==> src/rtl/core/qtu_pkg.sv <==
// Shared types, widths and constants of the Q table update engine.
`default_nettype none

package qtu_pkg;

    // Fixed-point formats
    localparam int unsigned Q_W      = 32;   // Q value, signed Q16.16
    localparam int unsigned REWARD_W = 25;   // reward, signed Q9.16
    localparam int unsigned FRAC_W   = 16;   // fractional bits
    localparam int unsigned COEF_W   = 17;   // alpha, gamma, epsilon registers
    localparam int unsigned DRAW_W   = 16;
    localparam int unsigned STATE_W  = 6;    // width of state index ports
    localparam int unsigned ACT_W    = 2;    // width of action ports

    // Shared multiplier: unsigned coefficient (zero extended) times signed operand
    localparam int unsigned MUL_A_W  = COEF_W + 1;
    localparam int unsigned MUL_B_W  = 35;
    localparam int unsigned MUL_P_W  = MUL_A_W + MUL_B_W;
    localparam int unsigned RND_W    = MUL_P_W - FRAC_W;
    localparam int unsigned SUM_W    = 38;   // q plus scaled correction

    // One in Q1.16
    localparam logic [COEF_W-1:0] ONE_Q16 = COEF_W'(65536);

    // Register reset values
    localparam logic [COEF_W-1:0] LEARN_RATE_RST = COEF_W'(6554);
    localparam logic [COEF_W-1:0] DISCOUNT_RST   = COEF_W'(64881);
    localparam logic [COEF_W-1:0] EXPLORE_RST    = COEF_W'(3277);

    // Default table geometry
    localparam int unsigned STATES_DEF  = 64;
    localparam int unsigned ACTIONS_DEF = 4;

    // Configuration port
    localparam int unsigned PADDR_W = 4;
    localparam int unsigned PDATA_W = 32;

    typedef enum logic [1:0] {
        REG_LEARN_RATE  = 2'd0,
        REG_DISCOUNT    = 2'd1,
        REG_EXPLORE_THR = 2'd2,
        REG_GREEDY_ONLY = 2'd3
    } t_reg_idx;

    typedef enum logic [3:0] {
        S_CLEAR,   // zero the table after reset
        S_IDLE,    // wait for a transition word
        S_RDQ,     // read Q(prev, action)
        S_RDN,     // read row of next state, one entry a cycle
        S_RDL,     // compare last entry of the row
        S_MG,      // multiply gamma by max
        S_MGW,     // wait for rounded product
        S_DIF,     // form target minus q
        S_MA,      // multiply alpha by difference
        S_MAW,     // wait for rounded product
        S_UPD,     // add, saturate, write back
        S_OUT      // load result word
    } t_state;

    // Clamp a written coefficient to one
    function automatic logic [COEF_W-1:0] clamp_one(input logic [COEF_W-1:0] v);
        clamp_one = (v > ONE_Q16) ? ONE_Q16 : v;
    endfunction

endpackage

`default_nettype wire

==> src/rtl/core/qtu_mul.sv <==
// Shared coefficient multiplier with Q16 round-half-up scaling, two stages.
`default_nettype none

module qtu_mul (
    input  wire logic                                i_clk,
    input  wire logic signed [qtu_pkg::MUL_A_W-1:0]  i_a,
    input  wire logic signed [qtu_pkg::MUL_B_W-1:0]  i_b,
    output logic      signed [qtu_pkg::RND_W-1:0]    o_rnd
);

    localparam logic signed [qtu_pkg::MUL_P_W-1:0] HALF =
        qtu_pkg::MUL_P_W'(1) <<< (qtu_pkg::FRAC_W - 1);

    logic signed [qtu_pkg::MUL_P_W-1:0] r_prod;
    logic signed [qtu_pkg::MUL_P_W-1:0] rnd_sum;

    // Stage one: exact product
    always_ff @(posedge i_clk) begin
        r_prod <= qtu_pkg::MUL_P_W'(i_a) * qtu_pkg::MUL_P_W'(i_b);
    end

    // Stage two: add half and drop fraction (floor)
    assign rnd_sum = r_prod + HALF;

    always_ff @(posedge i_clk) begin
        o_rnd <= rnd_sum[qtu_pkg::MUL_P_W-1:qtu_pkg::FRAC_W];
    end

endmodule

`default_nettype wire

==> config.mk <==
export PLATFORM = sky130hd
export DESIGN_NAME = qtu_mul
export DESIGN_NICKNAME = d
export VERILOG_FILES = /design/src/rtl/core/qtu_pkg.sv /design/src/rtl/core/qtu_mul.sv
export SDC_FILE = /design/constraint.sdc
export NUM_CORES = 2
export LEC_CHECK = 0
export BUFFER_PORTS_ARGS = -buffer_cell sky130_fd_sc_hd__buf_4
export CAP_MARGIN = 30
export CORE_MARGIN = 2
export CORE_UTILIZATION = 62
export CTS_BUF_LIST = sky130_fd_sc_hd__clkbuf_4
export DETAILED_ROUTE_END_ITERATION = 12
export HOLD_SLACK_MARGIN = 0.1
export PLACE_DENSITY = 0.82
export SYNTH_ARGS = -nofsm -noshare
export SYNTH_HDL_FRONTEND = slang
export SYNTH_SLANG_ARGS = --single-unit
==> constraint.sdc <==
create_clock -name i_clk -period 12.32 [get_ports i_clk]
set_clock_uncertainty 0.2 [all_clocks]
set_input_delay 0.616 -clock i_clk [delete_from_list [all_inputs] [get_ports i_clk]]
set_output_delay 0.616 -clock i_clk [all_outputs]
set_load 0.1 [all_outputs]
Word level (Yosys, flattened, before mapping)
Cells that the tools add are included.
Word-level totals
  output and inout port bits: 37
  bits of input ports: 54
  logic and storage cells: 4
  register bits after elaboration: 90
Operators by class
  add/subtract/negate cells: 1
  multipliers: 1
Operators with widths (count)
  53-bit by 17-bit adder with 53-bit output, second input constant: 1
  18-bit by 35-bit multiplier with 53-bit output: 1

Logic depth before layout (Yosys ltp)
  depth after elaboration: 1
  depth in mapped cells: 27
  mapped depth without buffers: 24

Worst setup path before layout
Ideal clock, no wire load.
  kind: input-to-reg
  start point: input port i_b[17] (netlist bit)
  end point: register r_prod[47] (netlist bit)
  arrival time: 6.430 ns
  path slack: 5.617 ns
  stages: 24
  data required time: 12.048 ns
  library setup time: 0.072 ns
  buffers on the path: 3
  cells stage by stage: clkbuf_1 clkbuf_1 nand2_1 fa_1 fa_1 inv_1 fa_1 inv_1 fa_1 fa_1 fa_1 inv_1 ha_1 buf_2 a21oi_1 o21ai_1 or4_1 clkinv_1 a21oi_2 a31oi_4 o21ai_1 a221o_1 a31oi_1 xnor2_1
On the way
  word-level cells in the longest chain between the ends: 1
Ends and longest elaborated chain
  from (decl): RTL line qtu_mul.sv:7  | input wire logic signed [qtu_pkg::MUL_B_W-1:0] i_b,
  18-bit by 35-bit multiplier with 53-bit output: RTL line qtu_mul.sv:19  | r_prod <= qtu_pkg::MUL_P_W'(i_a) * qtu_pkg::MUL_P_W'(i_b);
  to (signal assigned): RTL line qtu_mul.sv:19
  to (decl): RTL line qtu_mul.sv:14  | logic signed [qtu_pkg::MUL_P_W-1:0] r_prod;
No other way between the ends.

Worst setup path in the final report
  start point: input port i_a[3] (netlist bit)
  end point: register r_prod[47] (netlist bit)
On the way
  word-level cells in the longest chain between the ends: 1
Ends and longest elaborated chain
  from (decl): RTL line qtu_mul.sv:6  | input wire logic signed [qtu_pkg::MUL_A_W-1:0] i_a,
  18-bit by 35-bit multiplier with 53-bit output: RTL line qtu_mul.sv:19
No other way between the ends.

==> qor.yml <==
ys_seq_area_share_pct: 6.537
path_class: "in -> reg"
start_util_pct: 62.89
hp-class: "reg -> reg"
vias_per_cell: 5.508
maxCapViolCount: 0
rsz0062_at_grt: "false"
dieArea_um2: 38600
synth_area_um2: 22970
clkSinkCount: 75
place_congestion: 0.8858
first_iter_violations: 1085
final-max-slew-violation-count: 0
overflow: 0
synth_seq_cells: 75
utilization_pct: 65.60
critPathArrivalTime_ps: 7060
postSynthAreaPerCell_um2: 9.217
period_share_pct: 55.26
synth_nets: 3269
finalHoldViolCount: 0
post-cts-setup-buffers: 0
synth_top_flop_cell: "dfxtp_1"
cts_inserted_buffers: 9
r2r-start: "r_prod[15]$_DFF_P_"
cts_tree: "built"
dieHeight_um: 196.5
fmax_ghz: 0.1469
track_usage_pct: 29.77
die_width_um: 196.5
period_needed_ps: 6808
final_common_cell: "inv_1"
drive_gt1_share_pct: 4.825
worstSetupStartpointType: "primary input"
post_cts_resize_count: 0
ant_nets: 0
worstMarginPinSlew_ps: 858.0
drt-total-wl_um: 52480
finalSetupViolCount: 0
remaining_drc_errors: 0
timing.rr.end: "o_rnd[33]$_DFF_P_"
nNetsFinal: 3259
synth_edf_count: 0
grt_pass1_vias: 18620
syn2layout_area_growth_pct: 4.320
clk_latency_ps: 500
portBuffers: 90
grt_antenna_before_repair: 2
crit_path_start: "i_a[3]"
finalSetupTns_ps: 0
clock_path_buffers: 2
grt_pass1_wl_um: 90220
grt_max_degree: 36
slew_headroom_pct: 42.59
ff2ff_setup_slack_ps: 9090
clockRootBuffer: "clkbuf_4"
reg2reg_depth: 9
crit_path_end: "r_prod[47]$_DFF_P_"
pin_count: 91
final_cell_area_um2: 23960
syn_inst: 2492
ys_types: 52
synth_warnings: 0
postCtsHoldBufs: 0
place_area_um2: 23820
async_flop_share_pct: 0
clk_pin_slew_ps: 130
layout_common_cells: "inv_1 (623), fa_1 (600), nand2_1 (395), and2_1 (233), ha_1 (123)"
via_count: 16290
htreeDepth: 3
cp-end-kind: "register"
rows: 70
hold_ws_ps: 255.6
dp_hpwl_um: 43200
outcome: "complete, no violations"
firstDrtPassIters: 6
required_ps: 12570
core_um2: 36520
hp-start: "r_prod[19]$_DFF_P_"
cp_max_fo: 35
avgRoutedWirePerCell_um: 17.75
## final cells by class
type / instances / area, um^2
diodes: 2 / 5.005
clock buffers: 10 / 75.07
clock inverters: 6 / 65.06
fillers: 2861 / 12560
inverters: 625 / 2346
multi-input cells: 1679 / 18690
flip-flops and latches: 75 / 1501
well taps: 468 / 585.6
repair buffers: 92 / 690.7
## flip-flops by register name (all words and copies together) (netlist names)
register,count
o_rnd,37
r_prod,38
## cells by family after synthesis
logic type / after synthesis / share of synthesized area [%]
and+or+nand+nor: 759 / 15.76
adders and majority gates: 723 / 59.00
muxes: 1 / 0.04358
xor gates and xnor gates: 80 / 3.051
AOI/OAI and AO/OA: 116 / 3.530
DFF: 75 / 6.537
buffers and inverters: 738 / 12.08
## synth_stat cells (all sizes together) (2+ instances only)
master | instances | area (um^2)
a21oi | 37 | 192.7
and2 | 233 | 1458
nor2b | 8 | 50.05
nand2b | 13 | 81.33
clkbuf | 108 | 405.4
ha | 123 | 1539
nor2 | 48 | 180.2
buf | 5 | 23.77
o21a | 4 | 30.03
and4 | 4 | 35.03
clkinv | 2 | 7.510
xnor2 | 60 | 525.5
inv | 623 | 2338
o21ai | 19 | 98.85
o21bai | 3 | 22.52
xor2 | 20 | 175.2
or2 | 4 | 25.03
and3 | 13 | 81.33
a211oi | 5 | 37.54
a31oi | 10 | 77.57
fa | 600 | 12010
a21o | 24 | 180.2
nand3 | 23 | 115.1
dfxtp | 75 | 1501
nor3 | 6 | 30.03
nand2 | 395 | 1483
nand4 | 7 | 43.79
or4 | 2 | 15.01
## stage by stage
step           setup WS [ps]  instances
2_1_floorplan           5617       2492
3_3_place_gp            5263       2938
3_5_place_dp            5126       2939
4_1_cts                 5668       2955
5_1_grt                 5346       2957
6_report                5512       2957
## worst min path at each step
| stage | to | slack, ps | cells past startpoint |
|---|---|---|---|
| 6_report | o_rnd[3]$_DFF_P_ | 260 | 1 |
| 4_1_cts | o_rnd[3]$_DFF_P_ | 260 | 1 |
| 5_1_grt | o_rnd[34]$_DFF_P_ | 290 | 1 |
| 3_5_place_dp | o_rnd[3]$_DFF_P_ | 240 | 1 |
| 2_1_floorplan | o_rnd[36]$_DFF_P_ | 210 | 1 |
| 3_3_place_gp | o_rnd[3]$_DFF_P_ | 240 | 1 |
## critical path: stages
cell	delay (ps)
buf_4	240
and2_1	250
fa_1	540
inv_1	60
fa_1	550
inv_1	60
fa_1	490
inv_1	50
fa_1	560
fa_1	430
fa_1	490
inv_1	40
ha_1	390
a21oi_1	180
o21ai_1	110
a41o_1	230
a21oi_1	400
a21oi_2	140
a31oi_4	290
o21ai_1	180
a221o_1	370
a31oi_1	220
xnor2_1	140
## metal layers
metal,share of wire [%],track usage (%),vias up
li1,-,-,7086
met3,8.5,6.040,161
met5,0,0,-
met2,51,52.78,704
met1,37,36.21,8335
met4,3.3,10.75,0
Power is not shown: default switching activity piles up to over one toggle a cycle in this logic, so the estimate is an artifact.
